$ cat src/byte_set_trim_top_assert.svh
// assertion macros for the byte set trim block
// used by byte_set_trim_top; no other dependencies
`ifndef BYTE_SET_TRIM_TOP_ASSERT_SVH
`define BYTE_SET_TRIM_TOP_ASSERT_SVH

`ifndef SYNTH
// antecedent implies consequent in the same cycle
`define BST_ASSERT_SAME(lbl, clk, rst_n, ante, cons) \
  lbl: assert property (@(posedge clk) disable iff (!rst_n) (ante) |-> (cons)) \
    else $error("byte_set_trim assertion failed");
// antecedent implies consequent in the next cycle
`define BST_ASSERT_NEXT(lbl, clk, rst_n, ante, cons) \
  lbl: assert property (@(posedge clk) disable iff (!rst_n) (ante) |=> (cons)) \
    else $error("byte_set_trim assertion failed");
`else
`define BST_ASSERT_SAME(lbl, clk, rst_n, ante, cons)
`define BST_ASSERT_NEXT(lbl, clk, rst_n, ante, cons)
`endif

`endif

$ cat src/bst_pkg.sv
// shared types and constants for the byte set trim block
// no dependencies; used by bst_front, bst_queue, bst_back and byte_set_trim_top
package bst_pkg;

  // default sizes
  localparam int SET_SIZE_DEF      = 8;
  localparam int PENDING_DEPTH_DEF = 32;
  localparam int QUEUE_DEPTH       = 2;
  localparam int QAW               = (QUEUE_DEPTH > 1) ? $clog2(QUEUE_DEPTH) : 1;

  // configuration port
  localparam int CFG_IDX_W  = 2;
  localparam int CFG_DATA_W = 64;
  localparam logic [CFG_IDX_W-1:0] CFG_SET_BYTES = 2'd0;
  localparam logic [CFG_IDX_W-1:0] CFG_SET_COUNT = 2'd1;
  localparam logic [CFG_IDX_W-1:0] CFG_TRIM_MODE = 2'd2;

  // register reset values (set holds a single space)
  localparam logic [63:0] SET_BYTES_RST = 64'h20;
  localparam logic [3:0]  SET_COUNT_RST = 4'd1;
  localparam logic [1:0]  TRIM_MODE_RST = 2'd3;

  // command kinds passed from front to back
  localparam logic [1:0] CMD_END  = 2'd0;
  localparam logic [1:0] CMD_HOLD = 2'd1;
  localparam logic [1:0] CMD_KEEP = 2'd2;

  typedef struct packed {
    logic [1:0] kind;
    logic [7:0] data;
    logic       last;
  } cmd_t;

  typedef struct packed {
    logic full;
    logic empty;
  } q_status_t;

endpackage

$ cat src/bst_ram.sv
// generic single write, single read ram with registered read data
// no dependencies
module bst_ram #(
  parameter int WIDTH = 8,
  parameter int DEPTH = 32,
  localparam int AW = (DEPTH > 1) ? $clog2(DEPTH) : 1
) (
  input  logic             clk,
  input  logic             we,
  input  logic [AW-1:0]    waddr,
  input  logic [WIDTH-1:0] wdata,
  input  logic [AW-1:0]    raddr,
  output logic [WIDTH-1:0] rdata
);

  logic [WIDTH-1:0] mem_r [DEPTH];
  logic [WIDTH-1:0] rdata_r;

  // write port and registered read port
  always_ff @(posedge clk) begin
    if (we) begin
      mem_r[waddr] <= wdata;
    end
    rdata_r <= mem_r[raddr];
  end

  assign rdata = rdata_r;

endmodule

$ cat src/bst_queue.sv
// short command queue between the trim front and back
// depends on bst_pkg
module bst_queue (
  input  logic               clk,
  input  logic               rst_n,
  input  logic               push,
  input  bst_pkg::cmd_t      wdata,
  input  logic               pop,
  output bst_pkg::cmd_t      rdata,
  output bst_pkg::q_status_t stat
);
  import bst_pkg::*;

  localparam int LW = $clog2(QUEUE_DEPTH + 1);

  cmd_t           entry_r [QUEUE_DEPTH];
  logic [QAW-1:0] wptr_r, wptr_nxt;
  logic [QAW-1:0] rptr_r, rptr_nxt;
  logic [LW-1:0]  level_r, level_nxt;
  logic           do_push, do_pop;

  assign stat.full  = (level_r == LW'(QUEUE_DEPTH));
  assign stat.empty = (level_r == '0);
  assign do_push    = push && !stat.full;
  assign do_pop     = pop && !stat.empty;
  assign rdata      = entry_r[rptr_r];

  // pointer and level update
  always_comb begin
    wptr_nxt  = wptr_r;
    rptr_nxt  = rptr_r;
    level_nxt = level_r;
    if (do_push) begin
      wptr_nxt = (wptr_r == QAW'(QUEUE_DEPTH - 1)) ? '0 : wptr_r + 1'b1;
    end
    if (do_pop) begin
      rptr_nxt = (rptr_r == QAW'(QUEUE_DEPTH - 1)) ? '0 : rptr_r + 1'b1;
    end
    case ({do_push, do_pop})
      2'b10:   level_nxt = level_r + 1'b1;
      2'b01:   level_nxt = level_r - 1'b1;
      default: level_nxt = level_r;
    endcase
  end

  always_ff @(posedge clk) begin
    if (!rst_n) begin
      wptr_r  <= '0;
      rptr_r  <= '0;
      level_r <= '0;
    end else begin
      wptr_r  <= wptr_nxt;
      rptr_r  <= rptr_nxt;
      level_r <= level_nxt;
    end
  end

  // entry storage
  always_ff @(posedge clk) begin
    if (do_push) begin
      entry_r[wptr_r] <= wdata;
    end
  end

endmodule

$ cat src/bst_front.sv
// trim front: config registers, set match and leading trim, command issue
// depends on bst_pkg
module bst_front #(
  parameter int SET_SIZE = bst_pkg::SET_SIZE_DEF
) (
  input  logic                             clk,
  input  logic                             rst_n,
  input  logic                             cfg_we,
  input  logic [bst_pkg::CFG_IDX_W-1:0]    cfg_index,
  input  logic [bst_pkg::CFG_DATA_W-1:0]   cfg_wdata,
  input  logic                             in_tvalid,
  output logic                             in_tready,
  input  logic [7:0]                       in_tdata,
  input  logic                             in_tuser,
  input  logic                             in_tlast,
  input  bst_pkg::q_status_t               q_stat,
  output logic                             q_push,
  output bst_pkg::cmd_t                    q_wdata
);
  import bst_pkg::*;

  logic [63:0] set_bytes_r;
  logic [3:0]  set_count_r;
  logic [1:0]  trim_mode_r;
  logic        in_leading_r, in_leading_nxt;
  logic [3:0]  eff_count;
  logic        member, accept, drop, has_byte;

  // configuration writes
  always_ff @(posedge clk) begin
    if (!rst_n) begin
      set_bytes_r <= SET_BYTES_RST;
      set_count_r <= SET_COUNT_RST;
      trim_mode_r <= TRIM_MODE_RST;
    end else if (cfg_we) begin
      case (cfg_index)
        CFG_SET_BYTES: set_bytes_r <= cfg_wdata[63:0];
        CFG_SET_COUNT: set_count_r <= cfg_wdata[3:0];
        CFG_TRIM_MODE: trim_mode_r <= cfg_wdata[1:0];
        default: ;
      endcase
    end
  end

  // set membership, count clamped to set size
  always_comb begin
    eff_count = (set_count_r > 4'(SET_SIZE)) ? 4'(SET_SIZE) : set_count_r;
    member    = 1'b0;
    for (int k = 0; k < SET_SIZE; k++) begin
      if ((4'(k) < eff_count) && (set_bytes_r[8*k +: 8] == in_tdata)) begin
        member = 1'b1;
      end
    end
  end

  // classify the item
  assign in_tready = !q_stat.full;
  assign accept    = in_tvalid && in_tready;
  assign drop      = in_tuser && in_leading_r && trim_mode_r[0] && member;
  assign has_byte  = in_tuser && !drop;
  assign q_push    = accept && (has_byte || in_tlast);

  always_comb begin
    q_wdata.data = in_tdata;
    q_wdata.last = in_tlast;
    if (!has_byte) begin
      q_wdata.kind = CMD_END;
    end else if (trim_mode_r[1] && member) begin
      q_wdata.kind = CMD_HOLD;
    end else begin
      q_wdata.kind = CMD_KEEP;
    end
  end

  // leading flag: cleared by the first kept byte, set again at string end
  always_comb begin
    in_leading_nxt = in_leading_r;
    if (accept) begin
      if (in_tlast) begin
        in_leading_nxt = 1'b1;
      end else if (has_byte) begin
        in_leading_nxt = 1'b0;
      end
    end
  end

  always_ff @(posedge clk) begin
    if (!rst_n) begin
      in_leading_r <= 1'b1;
    end else begin
      in_leading_r <= in_leading_nxt;
    end
  end

endmodule

$ cat src/bst_back.sv
// trim back: pending ring buffer, flush sequencer and output register
// depends on bst_pkg and bst_ram
module bst_back #(
  parameter int PENDING_DEPTH = bst_pkg::PENDING_DEPTH_DEF
) (
  input  logic               clk,
  input  logic               rst_n,
  input  bst_pkg::cmd_t      q_rdata,
  input  bst_pkg::q_status_t q_stat,
  output logic               q_pop,
  output logic               out_tvalid,
  input  logic               out_tready,
  output logic [7:0]         out_tdata,   // out_byte
  output logic [1:0]         out_tuser,   // out_valid, overflow
  output logic               out_tlast
);
  import bst_pkg::*;

  localparam int AW = (PENDING_DEPTH > 1) ? $clog2(PENDING_DEPTH) : 1;
  localparam int CW = $clog2(PENDING_DEPTH + 1);

  localparam logic [1:0] S_IDLE = 2'd0;
  localparam logic [1:0] S_RD   = 2'd1;
  localparam logic [1:0] S_BYTE = 2'd2;

  logic [1:0]    state_r, state_nxt;
  logic [AW-1:0] head_r, head_nxt, head_inc, tail;
  logic [CW-1:0] count_r, count_nxt;
  logic [CW:0]   tail_sum;
  cmd_t          cmd_r, cmd_nxt;
  logic          ram_we;
  logic [AW-1:0] ram_waddr;
  logic [7:0]    ram_wdata, ram_rdata;
  logic          slot_free, emit, end_only, pend_full;
  logic [7:0]    e_data;
  logic          e_valid, e_last, e_ovf;
  logic          out_tvalid_r;
  logic [7:0]    out_data_r;
  logic [1:0]    out_user_r;
  logic          out_last_r;

  // ring arithmetic
  assign head_inc  = (head_r == AW'(PENDING_DEPTH - 1)) ? '0 : head_r + 1'b1;
  assign tail_sum  = (CW+1)'(head_r) + (CW+1)'(count_r);
  assign tail      = (tail_sum >= (CW+1)'(PENDING_DEPTH)) ?
                     AW'(tail_sum - (CW+1)'(PENDING_DEPTH)) : AW'(tail_sum);
  assign pend_full = (count_r == CW'(PENDING_DEPTH));
  assign slot_free = !out_tvalid_r || out_tready;

  // pending byte store, read address follows the next head
  bst_ram #(
    .WIDTH (8),
    .DEPTH (PENDING_DEPTH)
  ) u_pend (
    .clk   (clk),
    .we    (ram_we),
    .waddr (ram_waddr),
    .wdata (ram_wdata),
    .raddr (head_nxt),
    .rdata (ram_rdata)
  );

  // sequencer
  always_comb begin
    state_nxt = state_r;
    head_nxt  = head_r;
    count_nxt = count_r;
    cmd_nxt   = cmd_r;
    q_pop     = 1'b0;
    ram_we    = 1'b0;
    ram_waddr = tail;
    ram_wdata = q_rdata.data;
    emit      = 1'b0;
    end_only  = 1'b0;
    e_data    = 8'd0;
    e_valid   = 1'b0;
    e_last    = 1'b0;
    e_ovf     = 1'b0;
    case (state_r)
      S_IDLE: begin
        if (!q_stat.empty) begin
          case (q_rdata.kind)
            CMD_HOLD: begin
              if (pend_full) begin
                // oldest byte leaves early
                cmd_nxt   = q_rdata;
                q_pop     = 1'b1;
                state_nxt = S_RD;
              end else if (q_rdata.last) begin
                end_only = 1'b1;
              end else begin
                ram_we    = 1'b1;
                count_nxt = count_r + 1'b1;
                q_pop     = 1'b1;
              end
            end
            CMD_KEEP: begin
              if (count_r != '0) begin
                cmd_nxt   = q_rdata;
                q_pop     = 1'b1;
                state_nxt = S_RD;
              end else if (slot_free) begin
                emit    = 1'b1;
                e_data  = q_rdata.data;
                e_valid = 1'b1;
                e_last  = q_rdata.last;
                q_pop   = 1'b1;
                if (q_rdata.last) begin
                  head_nxt = '0;
                end
              end
            end
            default: begin
              end_only = 1'b1;
            end
          endcase
          // end marker with nothing to emit
          if (end_only && slot_free) begin
            emit      = 1'b1;
            e_last    = 1'b1;
            q_pop     = 1'b1;
            head_nxt  = '0;
            count_nxt = '0;
          end
        end
      end
      S_RD: begin
        if (slot_free) begin
          emit     = 1'b1;
          e_data   = ram_rdata;
          e_valid  = 1'b1;
          head_nxt = head_inc;
          if (cmd_r.kind == CMD_HOLD) begin
            // full ring: new byte takes the slot just freed
            e_ovf     = 1'b1;
            e_last    = cmd_r.last;
            ram_we    = 1'b1;
            ram_waddr = head_r;
            ram_wdata = cmd_r.data;
            state_nxt = S_IDLE;
            if (cmd_r.last) begin
              head_nxt  = '0;
              count_nxt = '0;
            end
          end else begin
            count_nxt = count_r - 1'b1;
            if (count_r == CW'(1)) begin
              state_nxt = S_BYTE;
            end
          end
        end
      end
      S_BYTE: begin
        if (slot_free) begin
          emit      = 1'b1;
          e_data    = cmd_r.data;
          e_valid   = 1'b1;
          e_last    = cmd_r.last;
          state_nxt = S_IDLE;
          if (cmd_r.last) begin
            head_nxt  = '0;
            count_nxt = '0;
          end
        end
      end
      default: begin
        state_nxt = S_IDLE;
      end
    endcase
  end

  always_ff @(posedge clk) begin
    if (!rst_n) begin
      state_r <= S_IDLE;
      head_r  <= '0;
      count_r <= '0;
    end else begin
      state_r <= state_nxt;
      head_r  <= head_nxt;
      count_r <= count_nxt;
    end
    cmd_r <= cmd_nxt;
  end

  // output register
  always_ff @(posedge clk) begin
    if (!rst_n) begin
      out_tvalid_r <= 1'b0;
    end else if (slot_free) begin
      out_tvalid_r <= emit;
    end
    if (emit && slot_free) begin
      out_data_r <= e_data;
      out_user_r <= {e_ovf, e_valid};
      out_last_r <= e_last;
    end
  end

  assign out_tvalid = out_tvalid_r;
  assign out_tdata  = out_data_r;
  assign out_tuser  = out_user_r;
  assign out_tlast  = out_last_r;

endmodule

$ cat src/byte_set_trim_top.sv
// top level of the byte set trim block: front, command queue and back
// depends on bst_pkg, bst_front, bst_queue, bst_back and the assertion header
//
// Strips bytes of a configured set (up to eight bytes) from the start, the
// end or both ends of each string. The front takes one item per cycle while
// the two-entry command queue has room; leading set bytes are dropped there.
// The back handles a kept byte with nothing held, and a held trailing set
// byte, in its idle state; a kept byte after n held bytes goes through a
// start step, n reads of the pending ring memory at one byte per cycle
// while the output is not stalled, then the byte, so a string's throughput
// is set by the back's flush loop. A full ring releases its oldest byte with
// the overflow flag. Each string end gives one result marked last.
`include "byte_set_trim_top_assert.svh"

module byte_set_trim_top #(
  parameter int SET_SIZE      = bst_pkg::SET_SIZE_DEF,
  parameter int PENDING_DEPTH = bst_pkg::PENDING_DEPTH_DEF
) (
  input  logic                           clk,
  input  logic                           rst_n,
  input  logic                           cfg_we,
  input  logic [bst_pkg::CFG_IDX_W-1:0]  cfg_index,
  input  logic [bst_pkg::CFG_DATA_W-1:0] cfg_wdata,
  input  logic                           in_tvalid,
  output logic                           in_tready,
  input  logic [7:0]                     in_tdata,   // data_byte
  input  logic                           in_tuser,   // byte_present
  input  logic                           in_tlast,   // string_end
  output logic                           out_tvalid,
  input  logic                           out_tready,
  output logic [7:0]                     out_tdata,  // out_byte
  output logic [1:0]                     out_tuser,  // out_valid, overflow
  output logic                           out_tlast   // out_last
);
  import bst_pkg::*;

  q_status_t q_stat;
  cmd_t      q_wdata, q_rdata;
  logic      q_push, q_pop;

  // classify and issue commands
  bst_front #(
    .SET_SIZE (SET_SIZE)
  ) u_front (
    .clk       (clk),
    .rst_n     (rst_n),
    .cfg_we    (cfg_we),
    .cfg_index (cfg_index),
    .cfg_wdata (cfg_wdata),
    .in_tvalid (in_tvalid),
    .in_tready (in_tready),
    .in_tdata  (in_tdata),
    .in_tuser  (in_tuser),
    .in_tlast  (in_tlast),
    .q_stat    (q_stat),
    .q_push    (q_push),
    .q_wdata   (q_wdata)
  );

  // decoupling queue
  bst_queue u_queue (
    .clk   (clk),
    .rst_n (rst_n),
    .push  (q_push),
    .wdata (q_wdata),
    .pop   (q_pop),
    .rdata (q_rdata),
    .stat  (q_stat)
  );

  // pending buffer and result output
  bst_back #(
    .PENDING_DEPTH (PENDING_DEPTH)
  ) u_back (
    .clk        (clk),
    .rst_n      (rst_n),
    .q_rdata    (q_rdata),
    .q_stat     (q_stat),
    .q_pop      (q_pop),
    .out_tvalid (out_tvalid),
    .out_tready (out_tready),
    .out_tdata  (out_tdata),
    .out_tuser  (out_tuser),
    .out_tlast  (out_tlast)
  );

  // input stalls whenever the queue is full
  `BST_ASSERT_SAME(a_full_stall, clk, rst_n, q_stat.full, !in_tready)
  // an end-only result carries no byte, no overflow and is last
  `BST_ASSERT_SAME(a_end_only, clk, rst_n, out_tvalid && !out_tuser[0], out_tlast && (out_tdata == 8'd0) && !out_tuser[1])
  // an overflow result always carries a byte
  `BST_ASSERT_SAME(a_ovf_byte, clk, rst_n, out_tvalid && out_tuser[1], out_tuser[0])
  // a popped command never comes from an empty queue
  `BST_ASSERT_SAME(a_pop_nonempty, clk, rst_n, q_pop, !q_stat.empty)

endmodule

$ cat config.mk
export PLATFORM = sky130hd
export DESIGN_NAME = byte_set_trim_top
export DESIGN_NICKNAME = d
export VERILOG_FILES = /design/src/bst_pkg.sv /design/src/bst_ram.sv /design/src/bst_queue.sv /design/src/bst_front.sv /design/src/bst_back.sv /design/src/byte_set_trim_top.sv
export VERILOG_INCLUDE_DIRS = /design/src /design/src/src
export SDC_FILE = /design/constraint.sdc
export NUM_CORES = 1
export LEC_CHECK = 0
export BUFFER_PORTS_ARGS = -buffer_cell sky130_fd_sc_hd__buf_2
export CAP_MARGIN = 20
export CELL_PAD_IN_SITES_DETAIL_PLACEMENT = 0
export CELL_PAD_IN_SITES_GLOBAL_PLACEMENT = 1
export CORE_ASPECT_RATIO = 0.6
export CORE_MARGIN = 1
export CORE_UTILIZATION = 40
export CTS_BUF_LIST = sky130_fd_sc_hd__clkbuf_16
export CTS_CLUSTER_DIAMETER = 30
export DETAILED_ROUTE_END_ITERATION = 6
export PLACE_DENSITY = 0.72
export SLEW_MARGIN = 20
export SYNTH_ARGS = -nofsm -noshare
export SYNTH_HDL_FRONTEND = slang
export SYNTH_SLANG_ARGS = --single-unit
$ cat constraint.sdc
create_clock -name clk -period 4 [get_ports clk]
set_clock_uncertainty 0.1 [all_clocks]
set_input_delay 0.2 -clock clk [delete_from_list [all_inputs] [get_ports clk]]
set_output_delay 0.2 -clock clk [all_outputs]
set_load 0.02 [all_outputs]
# Word level (Yosys, flattened, before mapping)
# Memories as Yosys holds them, arrays and structs flattened. A register that Yosys moved wholly into a read port is not among the register bits.
# Index checks and enable logic that the tools add are counted.
[word_totals]
regBits = 111
latchBits = 0
mem_bits_rw = 278
romBits = 0
inputBits = 81
word_cells = 220
n_memories = 2
[classes]
addsub = 9
multipliers = 0
n_div = 0
n_lt_le_gt_ge = 10
eq_ne = 33
n_shift = 0
n_mux = 106
n_bitwise = 1
reduce_logical = 41
[mem_list]
columns = ["memory", "depth", "word_bits", "read_ports", "rd_ports_with_merged_regs", "write_ports", "line_no", "text"]
rows = [
  ["u_back.u_pend.mem_r", 32, 8, 1, 1, 1, "bst_ram.sv:16", "logic [WIDTH-1:0] mem_r [DEPTH];"],
  ["u_queue.entry_r", 2, 11, 1, 1, 1, "bst_queue.sv:16", "cmd_t entry_r [QUEUE_DEPTH];"],
]
[ops]
columns = ["operator", "count"]
rows = [
  ["$mux W5", 16],
  ["$mux W8", 9],
  ["$eq A8 B8 Y1", 8],
  ["$mux W6", 9],
  ["$mux W1", 47],
  ["$pmux W8 S3", 1],
  ["$mux W11", 2],
  ["$pmux W11 S2", 1],
  ["$logic_and A1 B1 Y1", 19],
  ["$mux W2", 9],
  ["$pmux W6 S3", 1],
  ["$lt A3 B4 Y1 const A", 4],
  ["$pmux W5 S3", 1],
  ["$reduce_and A7 Y1", 2],
  ["$eq A2 B1 Y1 const B", 5],
  ["$eq A2 B2 Y1 const B", 5],
  ["$pmux W1 S2", 5],
  ["$ne A3 B2 Y1 const B", 3],
  ["$ne A3 B3 Y1 const B", 3],
  ["$lt A1 B4 Y1 const A", 2],
  ["$lt A2 B4 Y1 const A", 2],
  ["$ne A2 B1 Y1 const B", 4],
  ["$pmux W2 S2", 2],
  ["$reduce_and A2 Y1", 4],
  ["other kinds (27)", 36],
]

# Longest topological paths before layout
[logic_depth]
word_depth = 20
mapped_depth = 14

# Modules after synthesis
# From an unflattened synthesis, not the netlist that was laid out.
[hier_totals]
hier_cells = 1204
hier_area_um2 = 17312.9
[by_module_without_submodules]
columns = ["mod", "n_inst", "cells_per_inst", "area_per_inst_um2", "seq_area_each_um2"]
rows = [
  ["bst_ram", 1, 417, 10053.4, 7847.5],
  ["bst_front", 1, 433, 3602.2, 1421.4],
  ["bst_back", 1, 294, 2631.3, 940.9],
  ["bst_queue", 1, 60, 1026.0, 760.7],
]

# Least setup slack after synthesis
# Ideal clock, no wire load.
[synth_timing]
path_kind = "reg-to-reg"
startpoint = "register with a tool-made name"
endpoint = "register u_back.u_pend.rdata_r[6], in the netlist u_back.u_pend.rdata[6], read port of u_back.u_pend.mem_r"
setup_ps = 134
t_arrival_ps = 3576
setup_slack_ps = 190
stages_incl_launch_ff = 14
path_buffers = 2
synth_period_minus_slack_ps = 3810
path_cell_list = "dfxtp_1 -> buf_1 -> mux2i_1 -> inv_1 -> ha_1 -> or3_1 -> o32a_1 -> o21ai_2 -> a21boi_1 -> nor2_1 -> clkbuf_1 -> mux2i_1 -> o32ai_1 -> or4_1"
[synth_lines]
columns = ["item", "line_no", "text"]
rows = [
  ["end, declared", "bst_ram.sv:17", "logic [WIDTH-1:0] rdata_r;"],
]

==> run_results.csv <==
group,metric,value,unit
yosys,synth_area_leaders,"edfxtp_1 (46%), dfxtp_1 (9.9%), mux2i_1 (7.6%), nand4_1 (4.3%), a21oi_1 (3.1%)",
finish,areaGrowthSynthToFinish,25.06,%
yosys,synth_seq_cells,398,
global_route,grt_pass1_wl,94900,µm
sta,finalSetupTns,0,ns
critical_path,slowest_stage,"or4_1",
critical_path,reg2reg_depth,13,
detailed_routing,drc_errors,0,
critical_path,rr_endpoint,"u_back.u_pend.rdata[7]$_DFF_P_",
critical_path,cp-start-kind,"flip-flop",
yosys,synth.distinct_cells,63,
finish,diodes,0,
clock_tree,numCtsBuffers,66,
floorplanning,die_y,174.0,µm
global_route,grt_max_degree,208,
yosys,syn_nets,1910,
critical_path,worst-path-buf-inv,3,
critical_path,worstSetupPathType,"flip-flop to flip-flop",
critical_path,cp_top_family,"simple AND/OR/NAND/NOR gates",
run,drv_cap,0,
yosys,ys_seq_area_share,55.63,%
yosys,netlist.area_leader.share,45.69,%
floorplanning,ioPinCount,94,
floorplanning,dieArea,50220,µm²
clock_tree,cts.clk_slew.worst_paths,0.06,ns
floorplanning,die_x,288.6,µm
global_route,antenna_found_initial,0,
critical_path,rrSetupSlack,0.11,ns
floorplanning,floorplan.initialDensity,40.87,%
detailed_routing,vias,16065,
yosys,synth_flop_cell,"edfxtp_1",
yosys,yosys.area.top_type,"edfxtp_1",
min_path,min_to,"u_front.set_bytes_r[42]$_SDFFE_PN0P_",
min_path,hold_path.class,"input port to flip-flop",
detailed_routing,detail-route-antenna-nets,0,
yosys,synth_area_per_cell,10.88,µm²
power_and_ir_drop,switchingPower,0.004080,W
yosys,async_flop_share,0,%
yosys,yosysMostFrequentCell,"edfxtp_1",
floorplanning,core,48250,µm²
sta,hold_violations,0,
yosys,syn_inst,1812,
detailed_routing,drt_iter0_drc,1811,
placed_design,dp_hpwl,40280,µm
power_and_ir_drop,seqPwrFrac,36.9,%
detailed_routing,avgViaCountPerCell,5.906,
power_and_ir_drop,p_leak,9.271,nW
power_and_ir_drop,p_total,0.01338,W
power_and_ir_drop,clkPwrFrac,44.0,%
global_route,overflow,0,
sta,period_minus_slack,3.887,ns
sta,finalSetupViolCount,0,
floorplanning,num_rows,62,
placed_design,io_buffers,93,
min_path,worstHoldPathCells,4,
status,outcome,"complete, no violations",
sta,fmax,0.2572,GHz
clock_tree,clk_root_buffer_cell,"clkbuf_16",
clock_tree,clkLatencyLatePin,0.60,ns
clock_tree,clk_path_buf_depth,3,
critical_path,end_kind,"flip-flop",
finish,utilization,51.11,%
sta,worstMarginPinSlew,1.008,ns
min_path,min-delay-start,"cfg_wdata[42]",
power_and_ir_drop,power_density,542.5,nW/µm²
power_and_ir_drop,intPower,0.009298,W
yosys,synth_top_cells_by_count,"edfxtp_1 (300), mux2i_1 (150), nand2_1 (150)",
sta,drv_slew,0,
finish,layout-drive-gt1-share,17.55,%
power_and_ir_drop,irDropWorstVdd,581.7,µV
finish,finalNetCount,2124,
power_and_ir_drop,switching_share,30.50,%
critical_path,path_max_fanout,33,
finish,fillerInstances,4237,
critical_path,cp_data_arrival_time,4.25,ns
global_route,track_usage,24.98,%
yosys,synth_edf_count,300,
critical_path,crit_chain,"mux2i_2 > inv_1 > ha_1 > or3_1 > o32a_1 > o21ai_4 > nand2_1 > and2_2 > buf_12 > buf_4 > a211oi_1 > o32ai_1 > or4_1",
power_and_ir_drop,comb_power_share,19.1,%
detailed_routing,drt-total-wl,62750,µm
clock_tree,cts_tree,"yes",
detailed_routing,wl_per_cell,23.07,µm
sta,timing.final.ws_setup,0.1125,ns
global_route,first_global_vias,15382,
clock_tree,htreeDepth,3,
placed_design,place_congestion,0.9073,
yosys,ys_warn_count,0,
critical_path,crit_required,4.36,ns
critical_path,slowest_delay,0.57,ns
sta,maxSlewHeadroom,32.82,%
sta,period_share,97.19,%
placed_design,pre_cts_slack,0.01904,ns
detailed_routing,drtPass1Iterations,7,
yosys,syn-cell-area,19720,µm²
clock_tree,cts.sink_count,398,
[worst min-delay path: stages]
cell	delay, ns
dlygate4sd3_1	0.52
buf_2	0.12
nand2_1	0.04
a21oi_1	0.05
[power by group through the flow]
stage / Sequential, W / Clock, W / Combinational, W
final: 0.00494 / 0.00589 / 0.00255
after global routing: 0.00495 / 0.00617 / 0.00271
after CTS: 0.00493 / 0.00597 / 0.00249
after detailed placement: 0.00501 / 0 / 0.00242
after global placement: 0.00501 / 0 / 0.00240
after floorplan: 0.00508 / 0 / 0.00140
[flip-flops by register name, summed over array words and instances (netlist names), 2 cells and up, named ones only]
signal	flops
u_back.cmd_r	11
u_queue.level_r	2
u_front.set_bytes_r	64
u_back.u_pend.mem_r	256
u_back.head_r	5
u_queue.entry_r	22
u_back.out_tdata	8
u_back.count_r	6
u_back.out_tuser	2
u_front.trim_mode_r	2
u_back.state_r	2
u_front.set_count_r	4
u_back.u_pend.rdata	8
[cells in the final DEF (no fill, tap or decap), types with 12 or more instances in the layout]
cell type,n
o32ai_1,31
o21ai_0,84
xor2_1,36
a22oi_1,16
inv_1,90
clkbuf_16,68
a21oi_1,113
nor3_1,36
buf_4,118
xnor2_1,35
nand3_1,15
nand4_1,137
o221ai_1,64
mux2i_1,148
a211oi_1,66
edfxtp_1,300
dfxtp_1,96
nor2_1,89
nor4_1,12
dlygate4sd3_1,84
ha_1,16
nand2_1,150
buf_2,93
[worst max-delay path by stage]
stage | start | endpoint | slack (ns) | depth (start not counted)
after floorplan | flip-flop | u_back.u_pend.rdata[6]$_DFF_P_ | 0.19 | 13
after global placement | flip-flop | u_back.u_pend.rdata[3]$_DFF_P_ | 0.12 | 13
after detailed placement | flip-flop | u_back.u_pend.rdata[7]$_DFF_P_ | 0.02 | 13
after CTS | flip-flop | u_back.u_pend.rdata[7]$_DFF_P_ | 0.09 | 13
after global routing | flip-flop | u_back.u_pend.rdata[5]$_DFF_P_ | -0.004 | 13
final | flip-flop | u_back.u_pend.rdata[7]$_DFF_P_ | 0.11 | 13
[cells by family (layout without fill, tap and decap cells)]
logic type	Yosys count	after routing	synth area share, %
AO/OA/AOI/OAI	431	431	14.73
flip-flops	398	398	55.63
AND/OR/NAND/NOR	498	498	12.68
buffers and inverters	246	514	5.013
multiplexers	151	151	7.671
adder cells (fa/ha/maj)	17	17	1.117
XOR/XNOR	71	71	3.154
[final cells by class]
class                   instances  area (µm²)  area share (%)
repair buffers                304        2372           9.619
clock buffers                  68        1702           6.900
clock inverters                54       625.6           2.537
well taps                     640       800.8           3.247
flip-flops and latches        398       10980           44.51
inverters                      88       330.3           1.339
multi-input cells            1168        7855           31.85
[metrics by stage]
| step | hold WS, ns | cell area (µm²) | std cells |
|---|---|---|---|
| after global placement | 0.3302 | 21460 | 2513 |
| after global routing | 0.2908 | 24660 | 2720 |
| after floorplan | 0.1619 | 19720 | 1812 |
| final | 0.2932 | 24660 | 2720 |
| after detailed placement | 0.3403 | 21460 | 2513 |
| after CTS | 0.2675 | 24630 | 2719 |
[metal layers]
metal / up-vias / wire [µm] / track usage, %
met3: 94 / 6570 / 7.060
met4: 0 / 1032 / 5.263
met5: - / 0 / 0
li1: 7338 / - / -
met1: 7977 / 30230 / 39.40
met2: 656 / 24920 / 33.22
[repair_timing]
action / in CTS / in global routing
setup endpoints to repair: 1 / 8
endpoints found under the hold margin: 95 / 0
gates resized for setup: 1 / 6
buffers inserted: 0 / 1
hold buffers: 84 / 0
Note: power is estimated with default switching activity, not from simulation.
